**src/hw/rtl/cfs_pkg.sv**
```systemverilog
// ----------------------------------------------------------------------------
// cfs_pkg
// Shared types and face codes for the cube face selection pipeline.
// ----------------------------------------------------------------------------
`default_nettype none

package cfs_pkg;

	localparam int unsigned OUT_BITS  = 16;
	localparam int unsigned FACE_BITS = 3;

	localparam logic [FACE_BITS-1:0] FACE_POS_X = 3'd0;
	localparam logic [FACE_BITS-1:0] FACE_NEG_X = 3'd1;
	localparam logic [FACE_BITS-1:0] FACE_POS_Y = 3'd2;
	localparam logic [FACE_BITS-1:0] FACE_NEG_Y = 3'd3;
	localparam logic [FACE_BITS-1:0] FACE_POS_Z = 3'd4;
	localparam logic [FACE_BITS-1:0] FACE_NEG_Z = 3'd5;

	typedef struct packed {
		logic                 valid;
		logic [FACE_BITS-1:0] face;
		logic                 neg_u;
		logic                 neg_v;
		logic                 zero;
	} cfs_ctrl_t;

endpackage

`default_nettype wire

```
**src/hw/rtl/cfs_face_sel.sv**
```systemverilog
// ----------------------------------------------------------------------------
// cfs_face_sel
// Major axis pick, face code, minor numerators and signs; one register stage.
// ----------------------------------------------------------------------------
`default_nettype none

module cfs_face_sel #(
	parameter int unsigned COMPONENT_BITS = 16
) (
	input  wire logic                      clk,
	input  wire logic                      arst_n,
	input  wire logic                      accept,
	input  wire logic [COMPONENT_BITS-1:0] dir_x,
	input  wire logic [COMPONENT_BITS-1:0] dir_y,
	input  wire logic [COMPONENT_BITS-1:0] dir_z,
	output cfs_pkg::cfs_ctrl_t             ctrl_s1,
	output logic [COMPONENT_BITS-1:0]      den_s1,
	output logic [COMPONENT_BITS-1:0]      num_u_s1,
	output logic [COMPONENT_BITS-1:0]      num_v_s1
);
	import cfs_pkg::*;

	logic                      nx, ny, nz;
	logic [COMPONENT_BITS-1:0] mx, my, mz;
	logic                      is_zero;
	cfs_ctrl_t                 ctrl_d;
	logic [COMPONENT_BITS-1:0] den_d, num_u_d, num_v_d;

	assign nx = dir_x[COMPONENT_BITS-1];
	assign ny = dir_y[COMPONENT_BITS-1];
	assign nz = dir_z[COMPONENT_BITS-1];
	assign mx = nx ? (~dir_x + 1'b1) : dir_x;
	assign my = ny ? (~dir_y + 1'b1) : dir_y;
	assign mz = nz ? (~dir_z + 1'b1) : dir_z;
	assign is_zero = (dir_x == '0) && (dir_y == '0) && (dir_z == '0);

	always_comb begin
		ctrl_d       = '0;
		ctrl_d.valid = accept;
		ctrl_d.zero  = is_zero;
		den_d        = '0;
		num_u_d      = '0;
		num_v_d      = '0;
		if (is_zero) begin
			// den of one, zero numerators: quotients come out zero
			ctrl_d.face = FACE_POS_X;
			den_d       = COMPONENT_BITS'(1);
		end else if (mx >= my && mx >= mz) begin
			den_d        = mx;
			num_u_d      = my;
			num_v_d      = mz;
			ctrl_d.face  = nx ? FACE_NEG_X : FACE_POS_X;
			ctrl_d.neg_u = nx ? !ny : ny;
			ctrl_d.neg_v = nz;
		end else if (my >= mz) begin
			den_d        = my;
			num_u_d      = mx;
			num_v_d      = mz;
			ctrl_d.face  = ny ? FACE_NEG_Y : FACE_POS_Y;
			ctrl_d.neg_u = ny ? nx : !nx;
			ctrl_d.neg_v = nz;
		end else begin
			den_d        = mz;
			num_u_d      = my;
			num_v_d      = mx;
			ctrl_d.face  = nz ? FACE_NEG_Z : FACE_POS_Z;
			ctrl_d.neg_u = ny;
			ctrl_d.neg_v = nz ? !nx : nx;
		end
	end

	always_ff @(posedge clk or negedge arst_n) begin
		if (!arst_n) begin
			ctrl_s1 <= '0;
		end else begin
			ctrl_s1 <= ctrl_d;
		end
	end

	always_ff @(posedge clk) begin
		den_s1   <= den_d;
		num_u_s1 <= num_u_d;
		num_v_s1 <= num_v_d;
	end

endmodule

`default_nettype wire

```
**src/hw/rtl/cfs_div_cell.sv**
```systemverilog
// ----------------------------------------------------------------------------
// cfs_div_cell
// One restoring division step for the u and v lanes; registered hand-off.
// ----------------------------------------------------------------------------
`default_nettype none

module cfs_div_cell #(
	parameter int unsigned COMPONENT_BITS = 16,
	parameter int unsigned QUOT_BITS      = 15
) (
	input  wire logic                      clk,
	input  wire logic                      arst_n,
	input  wire cfs_pkg::cfs_ctrl_t        ctrl_in,
	input  wire logic [COMPONENT_BITS-1:0] den_in,
	input  wire logic [COMPONENT_BITS-1:0] rem_u_in,
	input  wire logic [COMPONENT_BITS-1:0] rem_v_in,
	input  wire logic [QUOT_BITS-1:0]      q_u_in,
	input  wire logic [QUOT_BITS-1:0]      q_v_in,
	output cfs_pkg::cfs_ctrl_t             ctrl_q,
	output logic [COMPONENT_BITS-1:0]      den_q,
	output logic [COMPONENT_BITS-1:0]      rem_u_q,
	output logic [COMPONENT_BITS-1:0]      rem_v_q,
	output logic [QUOT_BITS-1:0]           q_u_q,
	output logic [QUOT_BITS-1:0]           q_v_q
);
	import cfs_pkg::*;

	logic                      ge_u, ge_v;
	logic [COMPONENT_BITS-1:0] ru, rv;

	assign ge_u = rem_u_in >= den_in;
	assign ge_v = rem_v_in >= den_in;
	assign ru   = ge_u ? (rem_u_in - den_in) : rem_u_in;
	assign rv   = ge_v ? (rem_v_in - den_in) : rem_v_in;

	always_ff @(posedge clk or negedge arst_n) begin
		if (!arst_n) begin
			ctrl_q <= '0;
		end else begin
			ctrl_q <= ctrl_in;
		end
	end

	// remainder stays below den, so the shift never drops a set bit
	always_ff @(posedge clk) begin
		den_q   <= den_in;
		rem_u_q <= {ru[COMPONENT_BITS-2:0], 1'b0};
		rem_v_q <= {rv[COMPONENT_BITS-2:0], 1'b0};
		q_u_q   <= {q_u_in[QUOT_BITS-2:0], ge_u};
		q_v_q   <= {q_v_in[QUOT_BITS-2:0], ge_v};
	end

endmodule

`default_nettype wire

```
**src/hw/rtl/cube_face_select_project.sv**
```systemverilog
// ----------------------------------------------------------------------------
// cube_face_select_project
// Cube map face selection and face coordinate projection.
// ----------------------------------------------------------------------------
// Usage:
//   Drive dir_x/dir_y/dir_z and raise start; a transfer happens at each edge
//   with start high and busy low. busy is always low, so a new direction may
//   be given every cycle.
//   Each direction yields one result: face_index, coord_u, coord_v and
//   zero_vector, shown for one cycle with done high.
//   The pipeline has one stage for the face pick, one divider cell per
//   quotient bit (FRACTION_BITS + 1 cells) and one output stage.
//   Throughput is one direction per cycle; the cell row works on
//   FRACTION_BITS + 1 directions at once.
//   u and v are minor/major in Q1.FRACTION_BITS, truncated toward zero,
//   reduced to 16 bits. An all-zero direction gives face 0, zero u and v and
//   zero_vector high.
//   Reset clears every valid flag, so no done appears until new transfers
//   arrive. The receiver cannot stall: done is not held off.
// ----------------------------------------------------------------------------
`default_nettype none

module cube_face_select_project #(
	parameter int unsigned COMPONENT_BITS = 16,
	parameter int unsigned FRACTION_BITS  = 14
) (
	input  wire logic                      clk,
	input  wire logic                      arst_n,
	input  wire logic                      start,
	output logic                           busy,
	input  wire logic [COMPONENT_BITS-1:0] dir_x,
	input  wire logic [COMPONENT_BITS-1:0] dir_y,
	input  wire logic [COMPONENT_BITS-1:0] dir_z,
	output logic                           done,
	output logic [cfs_pkg::FACE_BITS-1:0]  face_index,
	output logic [cfs_pkg::OUT_BITS-1:0]   coord_u,
	output logic [cfs_pkg::OUT_BITS-1:0]   coord_v,
	output logic                           zero_vector
);
	import cfs_pkg::*;

	localparam int unsigned QW    = FRACTION_BITS + 1;
	localparam int unsigned CELLS = QW;
	localparam int unsigned EW    = (QW > OUT_BITS) ? QW : OUT_BITS;

	cfs_ctrl_t                 ctrl_c  [0:CELLS];
	logic [COMPONENT_BITS-1:0] den_c   [0:CELLS];
	logic [COMPONENT_BITS-1:0] rem_u_c [0:CELLS];
	logic [COMPONENT_BITS-1:0] rem_v_c [0:CELLS];
	logic [QW-1:0]             q_u_c   [0:CELLS];
	logic [QW-1:0]             q_v_c   [0:CELLS];

	logic [EW-1:0]             qe_u, qe_v, se_u, se_v;
	logic                      done_q;
	logic [FACE_BITS-1:0]      face_q;
	logic [OUT_BITS-1:0]       u_q, v_q;
	logic                      zero_q;

	assign busy = 1'b0;

	cfs_face_sel #(
		.COMPONENT_BITS(COMPONENT_BITS)
	) u_face_sel (
		.clk     (clk),
		.arst_n  (arst_n),
		.accept  (start && !busy),
		.dir_x   (dir_x),
		.dir_y   (dir_y),
		.dir_z   (dir_z),
		.ctrl_s1 (ctrl_c[0]),
		.den_s1  (den_c[0]),
		.num_u_s1(rem_u_c[0]),
		.num_v_s1(rem_v_c[0])
	);

	assign q_u_c[0] = '0;
	assign q_v_c[0] = '0;

	for (genvar i = 0; i < CELLS; i++) begin : g_cell
		cfs_div_cell #(
			.COMPONENT_BITS(COMPONENT_BITS),
			.QUOT_BITS     (QW)
		) u_cell (
			.clk     (clk),
			.arst_n  (arst_n),
			.ctrl_in (ctrl_c[i]),
			.den_in  (den_c[i]),
			.rem_u_in(rem_u_c[i]),
			.rem_v_in(rem_v_c[i]),
			.q_u_in  (q_u_c[i]),
			.q_v_in  (q_v_c[i]),
			.ctrl_q  (ctrl_c[i+1]),
			.den_q   (den_c[i+1]),
			.rem_u_q (rem_u_c[i+1]),
			.rem_v_q (rem_v_c[i+1]),
			.q_u_q   (q_u_c[i+1]),
			.q_v_q   (q_v_c[i+1])
		);
	end

	assign qe_u = EW'(q_u_c[CELLS]);
	assign qe_v = EW'(q_v_c[CELLS]);
	assign se_u = ctrl_c[CELLS].neg_u ? EW'(~qe_u + 1'b1) : qe_u;
	assign se_v = ctrl_c[CELLS].neg_v ? EW'(~qe_v + 1'b1) : qe_v;

	always_ff @(posedge clk or negedge arst_n) begin
		if (!arst_n) begin
			done_q <= 1'b0;
		end else begin
			done_q <= ctrl_c[CELLS].valid;
		end
	end

	always_ff @(posedge clk) begin
		face_q <= ctrl_c[CELLS].face;
		zero_q <= ctrl_c[CELLS].zero;
		u_q    <= se_u[OUT_BITS-1:0];
		v_q    <= se_v[OUT_BITS-1:0];
	end

	assign done        = done_q;
	assign face_index  = face_q;
	assign coord_u     = u_q;
	assign coord_v     = v_q;
	assign zero_vector = zero_q;

endmodule

`default_nettype wire

```
**config.mk**
```make
export PLATFORM = sky130hd
export DESIGN_NAME = cube_face_select_project
export DESIGN_NICKNAME = d
export VERILOG_FILES = /design/src/hw/rtl/cfs_pkg.sv /design/src/hw/rtl/cfs_face_sel.sv /design/src/hw/rtl/cfs_div_cell.sv /design/src/hw/rtl/cube_face_select_project.sv
export SDC_FILE = /design/constraint.sdc
export NUM_CORES = 2
export LEC_CHECK = 0
export BUFFER_PORTS_ARGS = -buffer_cell sky130_fd_sc_hd__buf_2
export CAP_MARGIN = 20
export CORE_ASPECT_RATIO = 1.4
export CORE_UTILIZATION = 40
export CTS_CLUSTER_SIZE = 16
export DETAILED_ROUTE_END_ITERATION = 10
export GPL_ROUTABILITY_DRIVEN = 0
export GPL_TIMING_DRIVEN = 0
export SETUP_SLACK_MARGIN = 0.05
export SLEW_MARGIN = 0
export SYNTH_ARGS = -nofsm -noshare
export SYNTH_HDL_FRONTEND = slang
export SYNTH_SLANG_ARGS = --single-unit
```
**constraint.sdc**
```tcl
create_clock -name clk -period 3.1 [get_ports clk]
set_input_delay 0.62 -clock clk [delete_from_list [all_inputs] [get_ports clk]]
set_output_delay 0.62 -clock clk [all_outputs]
set_load 0.1 [all_outputs]
```
======== Word level (Yosys, flattened, before mapping) ========
Index checks and enable logic that the tools add are counted.
word-level totals
  bits in registers ....................... 1081
  input bits .............................. 51
  output and inout bits ................... 38
cells by class
  $add $sub $neg .......................... 33
  magnitude comparators ................... 33
  mux-type cells .......................... 49
  bitwise operators ....................... 5
  reductions and logical operators ........ 8
operators with widths
  operator                                                          number
  16-bit greater-or-equal comparator                                33
  15-bit 2-to-1 mux                                                 30
  15-bit subtractor                                                 28
  16-bit 2-to-1 mux                                                 9
  16-bit by 1-bit adder with 16-bit output (second input constant)  5
  16-bit logical NOT                                                3
  16-bit inverter                                                   3
  15-bit inverter with 16-bit output                                2
  5-bit 2-to-1 mux                                                  2
  1-bit 2-to-1 mux                                                  6
  1-bit logical AND                                                 3
  3-bit 2-to-1 mux                                                  1
  1-bit logical NOT                                                 2
  2-bit 2-to-1 mux                                                  1

======== Depth between registers and ports, before layout ========
  depth after elaboration ................. 7
  gate-level depth with buffers ........... 20
  mapped depth without buffers ............ 17

======== Hierarchy ========
A second synthesis with hierarchy kept.
unflattened totals
  cells, all modules ...................... 5877
  area, all modules ....................... 61013.5 µm²
by module, submodules not included
  module                                times used  cells an instance  area each (µm²)  sequential area each (µm²)
  cfs_div_cell (g_cell[12].u_cell ...)  9           355                3734.8           1696.6
  cfs_div_cell (g_cell[0].u_cell ...)   4           340                3601.0           1696.6
  cfs_face_sel                          1           501                4182.8           1136.1
  cfs_div_cell (g_cell[4].u_cell)       1           352                3722.3           1696.6
  cfs_div_cell (g_cell[9].u_cell)       1           337                3662.3           1696.6
  cube_face_select_project              1           132                1428.9           745.7

======== Worst setup path after synthesis ========
Ideal clock, no wire load.
  kind .................................... in2reg
  from .................................... in dir_y[2]
  to ...................................... reg u_face_sel.ctrl_s1[2] (netlist bit)
  library setup time ...................... 125 ps
  data arrival time ....................... 4033 ps
  required time ........................... 2975 ps
  path slack .............................. -1058 ps
  stages on the path ...................... 15
  buffers on the path ..................... 1
  cell sequence ........................... or3_1 > or3_1 > or2_2 > o41ai_1 > xor2_1 > inv_1 > ha_1 > o211a_1 > a221oi_1 > maj3_1 > o31a_1 > nor2b_2 > buf_6 > a21oi_2 > mux2_4
RTL lines
  what                  line                            text
  start, declared       cube_face_select_project.sv:32  input wire logic [COMPONENT_BITS-1:0] dir_y,
  end signal, assigned  cfs_face_sel.sv:76              ctrl_s1 <= ctrl_d;
  end, declared         cfs_face_sel.sv:16              output cfs_pkg::cfs_ctrl_t ctrl_s1,

==> flow_metrics.tcl <==
set metrics [dict create \
    relSlewSlack 0.426 \
    ys_async_sr_fraction 0.105 \
    syn_nets 5605 \
    fin_ws_ps -489 \
    final_antenna_net_count 0 \
    grt_pass1_wl_mm 206 \
    max_stage_delay_ps 410 \
    grt_pass1_vias 37100 \
    ys_seq_area_frac 0.444 \
    synth.avg_cell_area_um2 10.0 \
    drv_cap 0 \
    numCtsBuffers 104 \
    hold_viol 0 \
    vias 36500 \
    layout-drive-gt1-share 0.182 \
    grt_max_degree 73 \
    wl_per_cell_um 19.3 \
    violations "setup timing" \
    antenna_found_initial 1 \
    viasPerCell 5.19 \
    outcome "complete, but fails checks" \
    crit_family "simple AND/OR/NAND/NOR gates" \
    yosysTopAreaCellShare 0.388 \
    yosys_register_bits 1081 \
    grtUsageMet2 0.409 \
    synth_cell_types 74 \
    ctsRootBufferMaster "clkbuf_16" \
    clock-sinks 1081 \
    gr-total-overflow 0 \
    syn_to_final_growth_pct 19.0 \
    dpl.hpwl_mm 106 \
    grt_busiest_layer "met2" \
    num_antenna_cells 0 \
    dr.pass1.iters 5 \
    io_buffers 85 \
    ff_latch_area_um2 22200 \
    final_util 0.479 \
    die_x_um 301 \
    io_pins 89 \
    rsz0062_at_grt "true" \
    fin_crit_sh 1.16 \
    worstPathMaxFanout 8 \
    grtUsageTotal 0.212 \
    netlist_area_um2 50000 \
    critPathKind "primary input to flip-flop" \
    start_util 0.403 \
    finalWirelength_mm 136 \
    gr-usage-met1 0.196 \
    clk_latency_ps 740 \
    synth_commonest_cells "dfxtp_1, ha_1, inv_1" \
    report.final.slew_viol_count 0 \
    grt_util_met3 0.0275 \
    final.fill_count 11500 \
    start_kind "primary input" \
    ys_warn_count 0 \
    critical_path_required_ps 3690 \
    rows 153 \
    worstPathBufferInverterCount 4 \
    yosys-top-cells-area "dfxtp_1, ha_1, dfrtp_1, mux2_2, xnor2_1" \
    worstMarginPinSlew_ps 860 \
    post-place-ws_ps -1840 \
    cpMaxStageDelayCell "or3b_4" \
    cts_tree "built" \
    fmax_ghz 0.279 \
    path_cells "buf_4 > inv_2 > ha_4 > or3b_4 > or3_4 > o41ai_4 > xor2_1 > inv_2 > ha_4 > nand4_1 > nor3_2 > nand3_2 > o2bb2ai_4 > nor2b_4 > buf_12 > a21oi_4 > mux2_4" \
    die-area_um2 126000 \
    drtIter0Drc 1484 \
    setup_violations 53 \
    synth_edf_count 0 \
    synth_most_common_cell "dfxtp_1" \
    period_needed_ps 3590 \
    min_path_type "primary input to asynchronous set/reset pin" \
    core_um2 124000 \
    clock_skew_ps 51.3 \
    fin_nets 5936 \
    arrival_ps 4170 \
    clkSlewWorstSetupHoldPaths_ps 60 \
    ys.flop_type "dfxtp_1" \
    clockBufferDepth 3 \
    h-tree-depth 3 \
    endpoint_kind "flip-flop" \
    die_y_um 420 \
    multi_input_area_um2 27400 \
    synth_top_area_cell "dfxtp_1" \
    syn-instance-count 4998 \
    drc_errors 0 \
]
[final cells by class]
class                      instances  area share
clock inverter                    59      0.0147
tap                             1627      0.0342
multi-input combinational       3431       0.461
clock buffer                     134      0.0492
sequential                      1081       0.374
timing repair buffer             228      0.0286
buffer                            78      0.0118
inverter                         405      0.0261
[stage by stage]
step,std cells,TNS [ps],hold slack [ps],cell area [um2]
6_report,7043,-20290,39.3,59500
2_1_floorplan,4998,-45670,310,50000
4_1_cts,6996,-16140,22.5,58400
5_1_grt,7043,-27200,99.4,59500
3_3_place_gp,6710,-257140,310,52500
3_5_place_dp,6712,-254980,312,52500
[cell usage in the layout, fill, tap and decap left out, types with 108 or more instances in the layout]
master / instances
a21oi_1: 202
buf_4: 129
clkbuf_16: 108
dfrtp_1: 113
dfxtp_1: 947
ha_1: 514
inv_1: 391
mux2_2: 216
nand2_1: 272
nor2_1: 324
o21ai_0: 244
xnor2_1: 209
xor2_1: 123
[worst paths after layout]
check	start	end	slack, ps	cells after the start
max	dir_x[0]	u_face_sel.ctrl_s1[2]	-490	17
min	arst_n	u_face_sel.ctrl_s1[6]	40	1
max reg2reg	g_cell[11].u_cell.den_q[6]	g_cell[12].u_cell.rem_v_q[12]	80	11
min reg2reg	g_cell[7].u_cell.den_q[3]	g_cell[8].u_cell.den_q[3]	310	0
max in group asynchronous	arst_n	g_cell[7].u_cell.ctrl_q[3]	2370	2
min in group clk	dir_x[0]	u_face_sel.num_u_s1[0]	260	3
[state kept, by name, indices dropped and copies added (netlist names), 3 cells and up]
register / cells
g_cell.u_cell.q_u_q: 120
face_index: 3
u_face_sel.num_u_s1: 16
g_cell.u_cell.ctrl_q: 105
g_cell.u_cell.rem_v_q: 210
g_cell.u_cell.den_q: 224
g_cell.u_cell.q_v_q: 120
coord_u: 16
coord_v: 16
g_cell.u_cell.rem_u_q: 210
u_face_sel.den_s1: 16
u_face_sel.ctrl_s1: 7
u_face_sel.num_v_s1: 16
[routing by layer]
layer,wire [um],share of wire,vias up
li1,-,-,18200
met2,72100,0.53,805
met4,12600,0.092,0
met3,4590,0.034,428
met5,0,0,-
met1,47000,0.34,17100
[what timing repair did]
action / 4_1_cts / 5_1_grt
endpoints found under the hold margin: 1 / 0
setup buffers: 88 / 47
gates cloned: 6 / 4
pin swaps: 88 / 71
setup endpoints to repair: 464 / 376
hold buffers: 1 / 0
resized for setup: 345 / 222
[cell families after synthesis]
| family | count (synthesis) | share of synthesized area |
|---|---|---|
| AND/OR/NAND/NOR | 1141 | 0.110 |
| AO/OA/AOI/OAI | 1096 | 0.141 |
| flip-flops | 1081 | 0.444 |
| adder cells (fa/ha/maj) | 557 | 0.144 |
| buffers and inverters | 489 | 0.0374 |
| XOR/XNOR | 348 | 0.0612 |
| multiplexers | 285 | 0.0626 |
| other | 1 | 0.0000751 |
[worst register-to-register path: stages (launching register included)]
cell      delay [ps]
dfxtp_1          340
inv_1             70
ha_1             360
a2111o_1         460
o211ai_1         360
a31oi_2          190
a211o_1          350
a21oi_4          150
buf_12           140
buf_4            100
inv_1             70
mux2_2           280
Power is not shown: default switching activity piles up to over one toggle a cycle in this logic, so the estimate is an artifact.
